$ cat src/qbd_pkg.sv
// Shared types, codes and float helpers for the quantized block dequantizer.
// No dependencies; used by qbd_fpu and quantized_block_dequantizer.
`default_nettype none

package qbd_pkg;

    typedef enum logic [1:0] {
        FMT_Q8_0 = 2'd0,
        FMT_Q5_0 = 2'd1,
        FMT_Q6_K = 2'd2,
        FMT_Q4_K = 2'd3
    } t_fmt;

    typedef enum logic [1:0] {
        ST_IDLE,
        ST_FETCH,
        ST_DRAIN,
        ST_CALC
    } t_state;

    typedef enum logic {
        FOP_MUL,
        FOP_SUB
    } t_fpu_op;

    localparam logic [31:0] F32_QNAN = 32'h7FC0_0000;
    localparam logic [31:0] F32_ZERO = 32'h0000_0000;

    // Exact widening of a half to single precision.
    function automatic logic [31:0] half_to_f32(input logic [15:0] h);
        logic        s;
        logic [4:0]  e;
        logic [9:0]  m;
        logic [3:0]  p;
        logic [32:0] t;
        s = h[15];
        e = h[14:10];
        m = h[9:0];
        p = '0;
        for (int i = 0; i < 10; i++) begin
            if (m[i]) p = 4'(i);
        end
        t = {m, 23'b0} >> p;
        if (e == 5'd0) begin
            if (m == 10'd0) return F32_ZERO;
            return {s, 8'(8'd103 + 8'(p)), t[22:0]};
        end
        if (e == 5'h1F) begin
            if (m != 10'd0) return F32_QNAN;
            return {s, 8'hFF, 23'd0};
        end
        return {s, 8'(8'(e) + 8'd112), m, 13'd0};
    endfunction

    // Small signed integer to single precision (always exact).
    function automatic logic [31:0] int_to_f32(input logic signed [8:0] v);
        logic        s;
        logic [8:0]  a;
        logic [3:0]  p;
        logic [31:0] t;
        s = v[8];
        a = s ? 9'(-v) : 9'(v);
        p = '0;
        for (int i = 0; i < 9; i++) begin
            if (a[i]) p = 4'(i);
        end
        t = {a, 23'b0} >> p;
        if (a == 9'd0) return F32_ZERO;
        return {s, 8'(8'd127 + 8'(p)), t[22:0]};
    endfunction

endpackage

`default_nettype wire

$ cat src/quantized_block_dequantizer.sv
// Top level of the quantized block dequantizer: byte store, fetch sequencer,
// operand decode and step control of the shared float unit. Uses qbd_pkg, qbd_fpu.
//
// A write request (tuser 0) stores one byte and the port stays ready. A read
// request (tuser 1) fetches its bytes from the byte store one per cycle (3 for
// Q8_0, 4 for Q5_0, 5 for Q6_K, 8 for Q4_K), passes through a drain state for
// the registered read, then runs 1, 1, 2 or 4 steps through the one shared
// multiply/subtract unit for Q8_0, Q5_0, Q6_K and Q4_K. The input is not ready
// while a read is in work. The result sits in an output register, so the next
// request is taken while it waits. The store has no reset; the format
// register resets to Q8_0.
`default_nettype none

module quantized_block_dequantizer
    import qbd_pkg::*;
#(
    parameter int BLOCK_BYTES = 256
) (
    input  wire         i_clk,
    input  wire         i_rst_n,
    // request stream
    input  wire         s_axis_tvalid,
    output logic        s_axis_tready,
    input  wire  [23:0] s_axis_tdata,   // [7:0] byte_addr, [15:8] byte_value, [23:16] elem_index
    input  wire  [0:0]  s_axis_tuser,   // [0] op
    // result stream
    output logic        m_axis_tvalid,
    input  wire         m_axis_tready,
    output logic [31:0] m_axis_tdata,   // [31:0] value_bits
    // configuration
    input  wire         psel,
    input  wire         penable,
    input  wire         pwrite,
    input  wire  [2:0]  paddr,
    input  wire  [31:0] pwdata,
    output logic [31:0] prdata,
    output logic        pready
);

    localparam int AW = $clog2(BLOCK_BYTES);

    t_state      r_state, n_state;
    t_fmt        r_fmt;
    logic [2:0]  r_k, n_k;
    logic [1:0]  r_c, n_c;
    logic [7:0]  r_e;
    logic [7:0]  r_mem [BLOCK_BYTES];
    logic [7:0]  r_rdata;
    logic [7:0]  r_b [8];
    logic        r_fv;
    logic [2:0]  r_fk;
    logic [31:0] r_acc, r_tmp;
    logic        r_ovalid;
    logic [31:0] r_odata;

    logic        acc_in, acc_out;
    logic [7:0]  rd_addr;
    logic [2:0]  last_k;
    logic        last_c;

    // operand decode
    logic [15:0]       dh, dm;
    logic signed [8:0] x0, x1, x2;
    logic [4:0]        off;
    logic [1:0]        sub6;
    logic [2:0]        sb4;
    logic [3:0]        nib4;
    logic [5:0]        sc4, m4;

    t_fpu_op     f_op;
    logic [31:0] f_a, f_b, f_y;

    assign acc_in  = s_axis_tvalid && s_axis_tready;
    assign acc_out = m_axis_tvalid && m_axis_tready;

    assign s_axis_tready = (r_state == ST_IDLE);
    assign m_axis_tvalid = r_ovalid;
    assign m_axis_tdata  = r_odata;
    assign pready        = 1'b1;
    assign prdata        = {30'd0, r_fmt};

    always_ff @(posedge i_clk) begin
        if (!i_rst_n) begin
            r_fmt <= FMT_Q8_0;
        end else if (psel && penable && pwrite && !paddr[2]) begin
            r_fmt <= t_fmt'(pwdata[1:0]);
        end
    end

    // fetch address of slot r_k
    always_comb begin
        off  = r_e[4:0];
        sub6 = r_e[6:5];
        sb4  = r_e[7:5];
        unique case (r_fmt)
            FMT_Q8_0: begin
                last_k = 3'd2;
                unique case (r_k)
                    3'd0:    rd_addr = 8'd0;
                    3'd1:    rd_addr = 8'd1;
                    default: rd_addr = 8'd2 + 8'(off);
                endcase
            end
            FMT_Q5_0: begin
                last_k = 3'd3;
                unique case (r_k)
                    3'd0:    rd_addr = 8'd0;
                    3'd1:    rd_addr = 8'd1;
                    3'd2:    rd_addr = 8'd2 + 8'(off[4:3]);
                    default: rd_addr = 8'd6 + 8'(off[3:0]);
                endcase
            end
            FMT_Q6_K: begin
                last_k = 3'd4;
                unique case (r_k)
                    3'd0:    rd_addr = 8'd208;
                    3'd1:    rd_addr = 8'd209;
                    3'd2:    rd_addr = {1'b0, r_e[7], sub6[0], off};
                    3'd3:    rd_addr = {2'b10, r_e[7], off};
                    default: rd_addr = {4'b1100, r_e[7], sub6, off[4]};
                endcase
            end
            default: begin
                last_k = 3'd7;
                unique case (r_k)
                    3'd0:    rd_addr = 8'd0;
                    3'd1:    rd_addr = 8'd1;
                    3'd2:    rd_addr = 8'd2;
                    3'd3:    rd_addr = 8'd3;
                    3'd4:    rd_addr = 8'd16 + {1'b0, sb4[2:1], off};
                    3'd5:    rd_addr = 8'd4 + 8'(sb4);
                    3'd6:    rd_addr = 8'd8 + 8'(sb4);
                    default: rd_addr = 8'(sb4);
                endcase
            end
        endcase
    end

    // byte store: a write port and a separate registered read port
    always_ff @(posedge i_clk) begin
        if (acc_in && !s_axis_tuser[0] && (9'(s_axis_tdata[7:0]) < 9'(BLOCK_BYTES))) begin
            r_mem[s_axis_tdata[AW-1:0]] <= s_axis_tdata[15:8];
        end
        r_rdata <= r_mem[rd_addr[AW-1:0]];
    end

    always_ff @(posedge i_clk) begin
        if (!i_rst_n) begin
            r_fv <= 1'b0;
        end else begin
            r_fv <= (r_state == ST_FETCH);
        end
        r_fk <= r_k;
        if (r_fv) r_b[r_fk] <= r_rdata;
        if (acc_in) r_e <= s_axis_tdata[23:16];
    end

    // operand decode from the fetched bytes
    always_comb begin
        dh   = {r_b[1], r_b[0]};
        dm   = {r_b[3], r_b[2]};
        nib4 = sb4[0] ? r_b[4][7:4] : r_b[4][3:0];
        if (!sb4[2]) begin
            sc4 = r_b[5][5:0];
            m4  = r_b[6][5:0];
        end else begin
            sc4 = {r_b[7][7:6], r_b[6][3:0]};
            m4  = {r_b[5][7:6], r_b[6][7:4]};
        end
        x1 = '0;
        x2 = 9'(m4);
        unique case (r_fmt)
            FMT_Q8_0: x0 = 9'(signed'(r_b[2]));
            FMT_Q5_0: x0 = 9'({r_b[2][off[2:0]],
                               off[4] ? r_b[3][7:4] : r_b[3][3:0]}) - 9'sd16;
            FMT_Q6_K: begin
                x0 = 9'(signed'(r_b[4]));
                x1 = 9'({r_b[3][{sub6, 1'b0} +: 2],
                         sub6[1] ? r_b[2][7:4] : r_b[2][3:0]}) - 9'sd32;
            end
            default: begin
                x0 = 9'(sc4);
                x1 = 9'(nib4);
            end
        endcase
    end

    always_comb begin
        unique case (r_c)
            2'd0: begin f_op = FOP_MUL; f_a = half_to_f32(dh); f_b = int_to_f32(x0); end
            2'd1: begin f_op = FOP_MUL; f_a = r_acc;           f_b = int_to_f32(x1); end
            2'd2: begin f_op = FOP_MUL; f_a = half_to_f32(dm); f_b = int_to_f32(x2); end
            default: begin f_op = FOP_SUB; f_a = r_acc;        f_b = r_tmp;          end
        endcase
    end

    qbd_fpu u_fpu (
        .i_op (f_op),
        .i_a  (f_a),
        .i_b  (f_b),
        .o_y  (f_y)
    );

    assign last_c = (r_c == 2'd3)
                 || ((r_fmt == FMT_Q8_0 || r_fmt == FMT_Q5_0) && r_c == 2'd0)
                 || ((r_fmt == FMT_Q6_K) && r_c == 2'd1);

    always_ff @(posedge i_clk) begin
        if (!i_rst_n) begin
            r_state <= ST_IDLE;
            r_k     <= '0;
            r_c     <= '0;
        end else begin
            r_state <= n_state;
            r_k     <= n_k;
            r_c     <= n_c;
        end
    end

    always_comb begin
        n_state = r_state;
        n_k     = r_k;
        n_c     = r_c;
        unique case (r_state)
            ST_IDLE: begin
                n_k = '0;
                n_c = '0;
                if (acc_in && s_axis_tuser[0]) n_state = ST_FETCH;
            end
            ST_FETCH: begin
                if (r_k == last_k) begin
                    n_state = ST_DRAIN;
                end else begin
                    n_k = r_k + 3'd1;
                end
            end
            ST_DRAIN: n_state = ST_CALC;
            ST_CALC: begin
                if (!last_c) begin
                    n_c = r_c + 2'd1;
                end else if (!r_ovalid || m_axis_tready) begin
                    n_state = ST_IDLE;
                end
            end
            default: n_state = ST_IDLE;
        endcase
    end

    // the last step feeds the output register only, so its operands hold while stalled
    always_ff @(posedge i_clk) begin
        if (r_state == ST_CALC && !last_c) begin
            if (r_c == 2'd2) begin
                r_tmp <= f_y;
            end else begin
                r_acc <= f_y;
            end
        end
    end

    always_ff @(posedge i_clk) begin
        if (!i_rst_n) begin
            r_ovalid <= 1'b0;
        end else if (r_state == ST_CALC && last_c && (!r_ovalid || m_axis_tready)) begin
            r_ovalid <= 1'b1;
        end else if (acc_out) begin
            r_ovalid <= 1'b0;
        end
        if (r_state == ST_CALC && last_c && (!r_ovalid || m_axis_tready)) begin
            r_odata <= f_y;
        end
    end

    a_read_starts_fetch: assert property (@(posedge i_clk) disable iff (!i_rst_n)
        (acc_in && s_axis_tuser[0]) |=> (r_state == ST_FETCH && r_k == 3'd0))
        else $error("read request did not start a fetch");

    a_fetch_in_range: assert property (@(posedge i_clk) disable iff (!i_rst_n)
        (r_state == ST_FETCH) |-> (r_k <= last_k))
        else $error("fetch slot beyond the layout");

    a_short_calc: assert property (@(posedge i_clk) disable iff (!i_rst_n)
        (r_state == ST_CALC && (r_fmt == FMT_Q8_0 || r_fmt == FMT_Q5_0)) |-> (r_c == 2'd0))
        else $error("extra float step for a 32-element layout");

    a_result_from_calc: assert property (@(posedge i_clk) disable iff (!i_rst_n)
        $rose(r_ovalid) |-> ($past(r_state) == ST_CALC))
        else $error("result raised outside the compute phase");

endmodule

`default_nettype wire

$ cat src/qbd_fpu.sv
// Shared single-precision multiply / subtract unit, round to nearest even.
// Depends on qbd_pkg. Operands are zero, normal, infinity or NaN.
`default_nettype none

module qbd_fpu
    import qbd_pkg::*;
(
    input  var t_fpu_op     i_op,
    input  wire     [31:0]  i_a,
    input  wire     [31:0]  i_b,
    output logic    [31:0]  o_y
);

    logic        sa, sb;
    logic [7:0]  ea, eb;
    logic [23:0] ma, mb;
    logic        a_nan, b_nan, a_inf, b_inf, a_zero, b_zero;

    // multiply path
    logic [47:0] prod;
    logic [23:0] pm24;
    logic        pg, pst;
    logic [24:0] pm25;
    logic [9:0]  pe;
    logic [31:0] mul_y;

    // subtract path
    logic        sbe, a_big, s_big;
    logic [7:0]  e_big;
    logic [23:0] m_big, m_sml;
    logic [7:0]  diff;
    logic [5:0]  sh_amt;
    logic [74:0] op_a, op_b, sum, nrm;
    logic [6:0]  lz;
    logic [23:0] am24;
    logic        ag, ast;
    logic [24:0] am25;
    logic [9:0]  ae;
    logic [31:0] sub_y;

    always_comb begin
        sa     = i_a[31];
        sb     = i_b[31];
        ea     = i_a[30:23];
        eb     = i_b[30:23];
        ma     = {1'b1, i_a[22:0]};
        mb     = {1'b1, i_b[22:0]};
        a_nan  = (ea == 8'hFF) && (i_a[22:0] != 23'd0);
        b_nan  = (eb == 8'hFF) && (i_b[22:0] != 23'd0);
        a_inf  = (ea == 8'hFF) && (i_a[22:0] == 23'd0);
        b_inf  = (eb == 8'hFF) && (i_b[22:0] == 23'd0);
        a_zero = (ea == 8'd0);
        b_zero = (eb == 8'd0);

        // ---------------- multiply
        prod = ma * mb;
        if (prod[47]) begin
            pm24 = prod[47:24];
            pg   = prod[23];
            pst  = |prod[22:0];
        end else begin
            pm24 = prod[46:23];
            pg   = prod[22];
            pst  = |prod[21:0];
        end
        pm25 = {1'b0, pm24} + 25'(pg & (pst | pm24[0]));
        pe   = 10'(ea) + 10'(eb) - 10'd127 + 10'(prod[47]) + 10'(pm25[24]);
        if (a_nan || b_nan || (a_inf && b_zero) || (b_inf && a_zero)) begin
            mul_y = F32_QNAN;
        end else if (a_inf || b_inf || (pe >= 10'd255 && !pe[9])) begin
            mul_y = {sa ^ sb, 8'hFF, 23'd0};
        end else if (a_zero || b_zero) begin
            mul_y = {sa ^ sb, 31'd0};
        end else begin
            mul_y = {sa ^ sb, pe[7:0], pm25[24] ? pm25[23:1] : pm25[22:0]};
        end

        // ---------------- subtract: a + (-b)
        sbe    = ~sb;
        a_big  = {ea, i_a[22:0]} >= {eb, i_b[22:0]};
        e_big  = a_big ? ea : eb;
        m_big  = a_big ? ma : mb;
        m_sml  = a_big ? mb : ma;
        s_big  = a_big ? sa : sbe;
        diff   = a_big ? 8'(ea - eb) : 8'(eb - ea);
        // beyond 50 places the smaller operand only feeds the sticky bit
        sh_amt = (diff > 8'd50) ? 6'd50 : diff[5:0];
        op_a   = {1'b0, m_big, 50'd0};
        op_b   = {1'b0, m_sml, 50'd0} >> sh_amt;
        sum    = (sa != sbe) ? (op_a - op_b) : (op_a + op_b);
        lz     = '0;
        for (int i = 0; i < 75; i++) begin
            if (sum[i]) lz = 7'(74 - i);
        end
        nrm  = sum << lz;
        am24 = nrm[74:51];
        ag   = nrm[50];
        ast  = |nrm[49:0];
        am25 = {1'b0, am24} + 25'(ag & (ast | am24[0]));
        ae   = 10'(e_big) + 10'd1 - 10'(lz) + 10'(am25[24]);
        if (a_nan || b_nan || (a_inf && b_inf && (sa != sbe))) begin
            sub_y = F32_QNAN;
        end else if (a_inf) begin
            sub_y = i_a;
        end else if (b_inf) begin
            sub_y = {sbe, 8'hFF, 23'd0};
        end else if (a_zero && b_zero) begin
            sub_y = {sa & sbe, 31'd0};
        end else if (a_zero) begin
            sub_y = {sbe, i_b[30:0]};
        end else if (b_zero) begin
            sub_y = i_a;
        end else if (sum == 75'd0) begin
            sub_y = F32_ZERO;
        end else if (ae >= 10'd255 && !ae[9]) begin
            sub_y = {s_big, 8'hFF, 23'd0};
        end else begin
            sub_y = {s_big, ae[7:0], am25[24] ? am25[23:1] : am25[22:0]};
        end

        unique case (i_op)
            FOP_MUL: o_y = mul_y;
            FOP_SUB: o_y = sub_y;
            default: o_y = mul_y;
        endcase
    end

endmodule

`default_nettype wire
$ cat config.mk
export PLATFORM = sky130hd
export DESIGN_NAME = quantized_block_dequantizer
export DESIGN_NICKNAME = d
export VERILOG_FILES = /design/src/qbd_pkg.sv /design/src/quantized_block_dequantizer.sv /design/src/qbd_fpu.sv
export SDC_FILE = /design/constraint.sdc
export NUM_CORES = 2
export LEC_CHECK = 0
export BUFFER_PORTS_ARGS = -buffer_cell sky130_fd_sc_hd__buf_2
export CAP_MARGIN = 25
export CORE_AREA = 8 8 675 810
export DETAILED_ROUTE_END_ITERATION = 6
export DIE_AREA = 0 0 683 818
export PLACE_DENSITY = 0.37
export SYNTH_ARGS = -nofsm -noshare
export SYNTH_HDL_FRONTEND = slang
export SYNTH_SLANG_ARGS = --single-unit
$ cat constraint.sdc
create_clock -name i_clk -period 23.1 [get_ports i_clk]
set_clock_uncertainty 0.1 [all_clocks]
set_input_delay 0 -clock i_clk [delete_from_list [all_inputs] [get_ports i_clk]]
set_output_delay 0 -clock i_clk [all_outputs]
set_load 0.03 [all_outputs]
==> reports/results.tsv <==
stage	metric	value	unit
cts	clock_latency	0.91	ns
synthesis	avgSynthCellArea	10.67	sq um
drt	drt-initial-drc-count	6944	
synthesis	synth_cell_types	132	
global_route	grt_max_degree	133	
global_route	grt_pass1_vias	99044	
synthesis	ys.flop_type	edfxtp_1	
cts	clk_pin_slew	0.06	ns
worst_setup_path	path_common_cell	a21oi_1	
global_route	grt.met3_usage	0.01993	
worst_setup_path	cp_max_fo	28	
place	place_ws	1.544	ns
drt	drtPass1Iterations	6	
power_and_ir_drop	leakagePower	52.56	nW
synthesis	synth_edf_count	2210	
global_route	grtUsageMet1	0.2317	
drt	wl_per_cell	26.54	microns
drt	post_drt_via_cell_ratio	5.007	
worst_setup_path	slowest_delay	0.65	ns
global_route	globalRoute.busiestLayer	met2	
power_and_ir_drop	power_switching	6.934	mW
power_and_ir_drop	p_seq_frac	0.290	
sta	worst-slew-pin-transition	1.164	ns
finish	fillers	55639	
global_route	grt_pass1_wl	746200	microns
synthesis	synth_seq_area_share	0.5035	
power_and_ir_drop	power.density	105.3	nW/um^2
floorplanning	die_w	683	microns
cts	clockBufferDepth	4	
drt	ant_nets	0	
cts	htreeDepth	5	
floorplanning	io_pins	134	
global_route	grt_usage	0.1805	
cts	cts.root.buffer_cell	clkbuf_16	
sta	final_max_slew_viol_count	0	
cts	cts_tree	built	
global_route	antenna_found_initial	19	
floorplanning	core_area	533000	sq um
cts	post-cts-setup-buffers	0	
worst_setup_path	arrival	22.10	ns
finish	fin_area	151300	sq um
place	dp.final_hpwl	353200	microns
sta	finalCriticalPeriod	21.54	ns
cts	cts_inserted_buffers	272	
worst_setup_path	crit_family	compound AO/OA/AOI/OAI gates	
worst_setup_path	crit_path_end_kind	flip-flop	
finish	final_cell_mix	edfxtp_1, nand2_1, nor2_1	
worst_setup_path	start_kind	flip-flop	
floorplanning	die_area	558700	sq um
synthesis	ys_ff_latch	2232	
worst_setup_path	cp_data_required_time	23.66	ns
sta	fmax	46.42	MHz
drt	vias	98853	
synthesis	async_reset_ff_frac	0	
sta	maxSlewHeadroom	0.2040	
worst_setup_path	path_class	reg -> reg	
floorplanning	initial_core_util	0.2489	
synthesis	ys_warn_count	0	
status	status	complete, no violations	
place	place.port_buffers	70	
synthesis	syn_inst	12436	
power_and_ir_drop	swShare	0.4352	
run	drv_cap	0	
sta	setup_ws	1.559	ns
place	placed_area	142400	sq um
synthesis	synth_area	132700	sq um
sta	setup_viol	0	
power_and_ir_drop	clkPwrFrac	0.256	
worst_setup_path	critPathSlowestCell	o311ai_0	
power_and_ir_drop	p_comb_frac	0.454	
finish	mostFrequentLayoutCell	edfxtp_1	
floorplanning	rows	294	
power_and_ir_drop	ir_drop	125.6	uV
sta	hold_viol_final	0	
sta	finalCritPeriodShare	0.9325	
drt	routed_wl	523900	microns
finish	syn2layout_area_growth	14.04	%
finish	nets	13312	
global_route	grt_util_met2	0.3143	
power_and_ir_drop	power.internal	8.999	mW
global_route	grt-ovfl-total	0	
finish	drive_above_1_share	0.08993	
drt	drc	0	
worst_setup_path	cp.buffers_inverters	11	
worst_hold_path	hold_path_class	in -> reg	
cts	cts_num_sinks	2232	
place	routabilityCongestion	0.9203	
floorplanning	die_h	818	microns
[registers in the layout, summed over array words and instances (netlist names), 2 cells and up]
signal	cells
r_mem	2048
r_b	58
m_axis_tdata	32
r_acc	32
r_tmp	32
r_e	8
r_rdata	8
r_fk	3
r_k	3
r_c	2
r_fmt	2
r_state	2
[path summary, 6_finish.rpt]
kind / startpoint / cells past startpoint / slack [ns] / endpoint
worst max-delay path: r_fmt[1]$_SDFFE_PN0P_ / 87 / 1.56 / r_acc[30]$_DFFE_PP_
worst min-delay path: s_axis_tdata[11] / 2 / 0.07 / r_mem[201][3]$_DFFE_PP_
worst min register to register: r_k[1]$_SDFFE_PN0P_ / 0 / 0.37 / r_fk[1]$_DFF_P_
worst max register to register: r_fmt[1]$_SDFFE_PN0P_ / 87 / 1.56 / r_acc[30]$_DFFE_PP_
[what timing repair did]
| action | in CTS | in global routing |
|---|---|---|
| resized for setup | 0 | 11 |
| setup endpoints to repair | 0 | 83 |
| hold buffers | 54 | 0 |
| hold endpoints to repair | 1655 | 0 |
[power by group through the flow]
stage	clock, mW	combinational (mW)	sequential (mW)
2_1_floorplan	0	4.31	4.67
3_3_place_gp	0	7.27	4.71
3_5_place_dp	0	7.24	4.71
4_1_cts	4.21	7.28	4.62
5_1_grt	4.34	7.79	4.62
6_report	4.08	7.23	4.62
[worst reg2reg max path: cells and delay by family, from the launching register on]
kind	cells	cell delay [ns]
buffers and inverters	11	2.02
adder cells (fa/ha/maj)	7	2.38
AO/OA/AOI/OAI	38	8.39
flip-flops	1	0.61
AND/OR/NAND/NOR	27	6.69
XOR/XNOR	2	0.42
multiplexers	2	0.69
[cell families (layout without fill, tap and decap cells)]
group                      after synthesis  after routing  synth area share
and+or+nand+nor                       4193           4193            0.1468
DFF                                   2232           2232            0.5035
xor gates and xnor gates               197            197           0.01300
other                                    2             49        0.00005660
buffers and inverters                 1668           1822           0.05012
adders and majority gates              827            827            0.1056
AOI/OAI and AO/OA                     3135           3135            0.1656
muxes                                  182            182           0.01534
[per-layer routing]
| layer | wire length (microns) | part of all wire |
|---|---|---|
| met5 | 82 | 0.00016 |
| met4 | 20380 | 0.039 |
| met3 | 19610 | 0.037 |
| met2 | 258200 | 0.49 |
| met1 | 225500 | 0.43 |
[cell usage after synthesis, types with 125 or more instances]
library cell  number  share of area
xnor2_1          125         0.0083
clkbuf_1         724          0.020
a21oi_1          598          0.023
a211oi_1         810          0.046
edfxtp_1        2210           0.50
nor3_1           193         0.0073
nand2_1         1845          0.052
o21ai_0          276          0.010
fa_1             488          0.074
a31oi_1          326          0.015
and2_1           566          0.027
nand3_1          184         0.0069
ha_1             339          0.032
inv_1            747          0.021
nor2_1           842          0.024
a311oi_1         278          0.018
[area by class of cell]
class | count | area, sq um | share of cell area
clock inverters | 127 | 1037 | 0.006855
clock buffers | 350 | 7247 | 0.04790
repair buffers | 574 | 4639 | 0.03066
inverters | 771 | 2895 | 0.01913
flip-flops and latches | 2232 | 66810 | 0.4415
diodes | 16 | 40.04 | 0.0002646
well taps | 7104 | 8889 | 0.05874
multi-input cells | 8567 | 59750 | 0.3949
[stage by stage]
step / setup TNS, ns / cells / utilization / hold slack (ns) / power, mW
2_1_floorplan: 0 / 12467 / - / -0.001131 / 8.980
3_3_place_gp: 0 / 19183 / 0.2669 / 0.1741 / 11.98
3_5_place_dp: 0 / 19192 / 0.2671 / 0.1690 / 11.95
4_1_cts: 0 / 19723 / 0.2837 / 0.03121 / 16.11
5_1_grt: -0.004746 / 19728 / 0.2838 / 0.04534 / 16.75
6_report: 0 / 19741 / 0.2839 / 0.06920 / 15.93
Power figures use the tool's default switching activity.
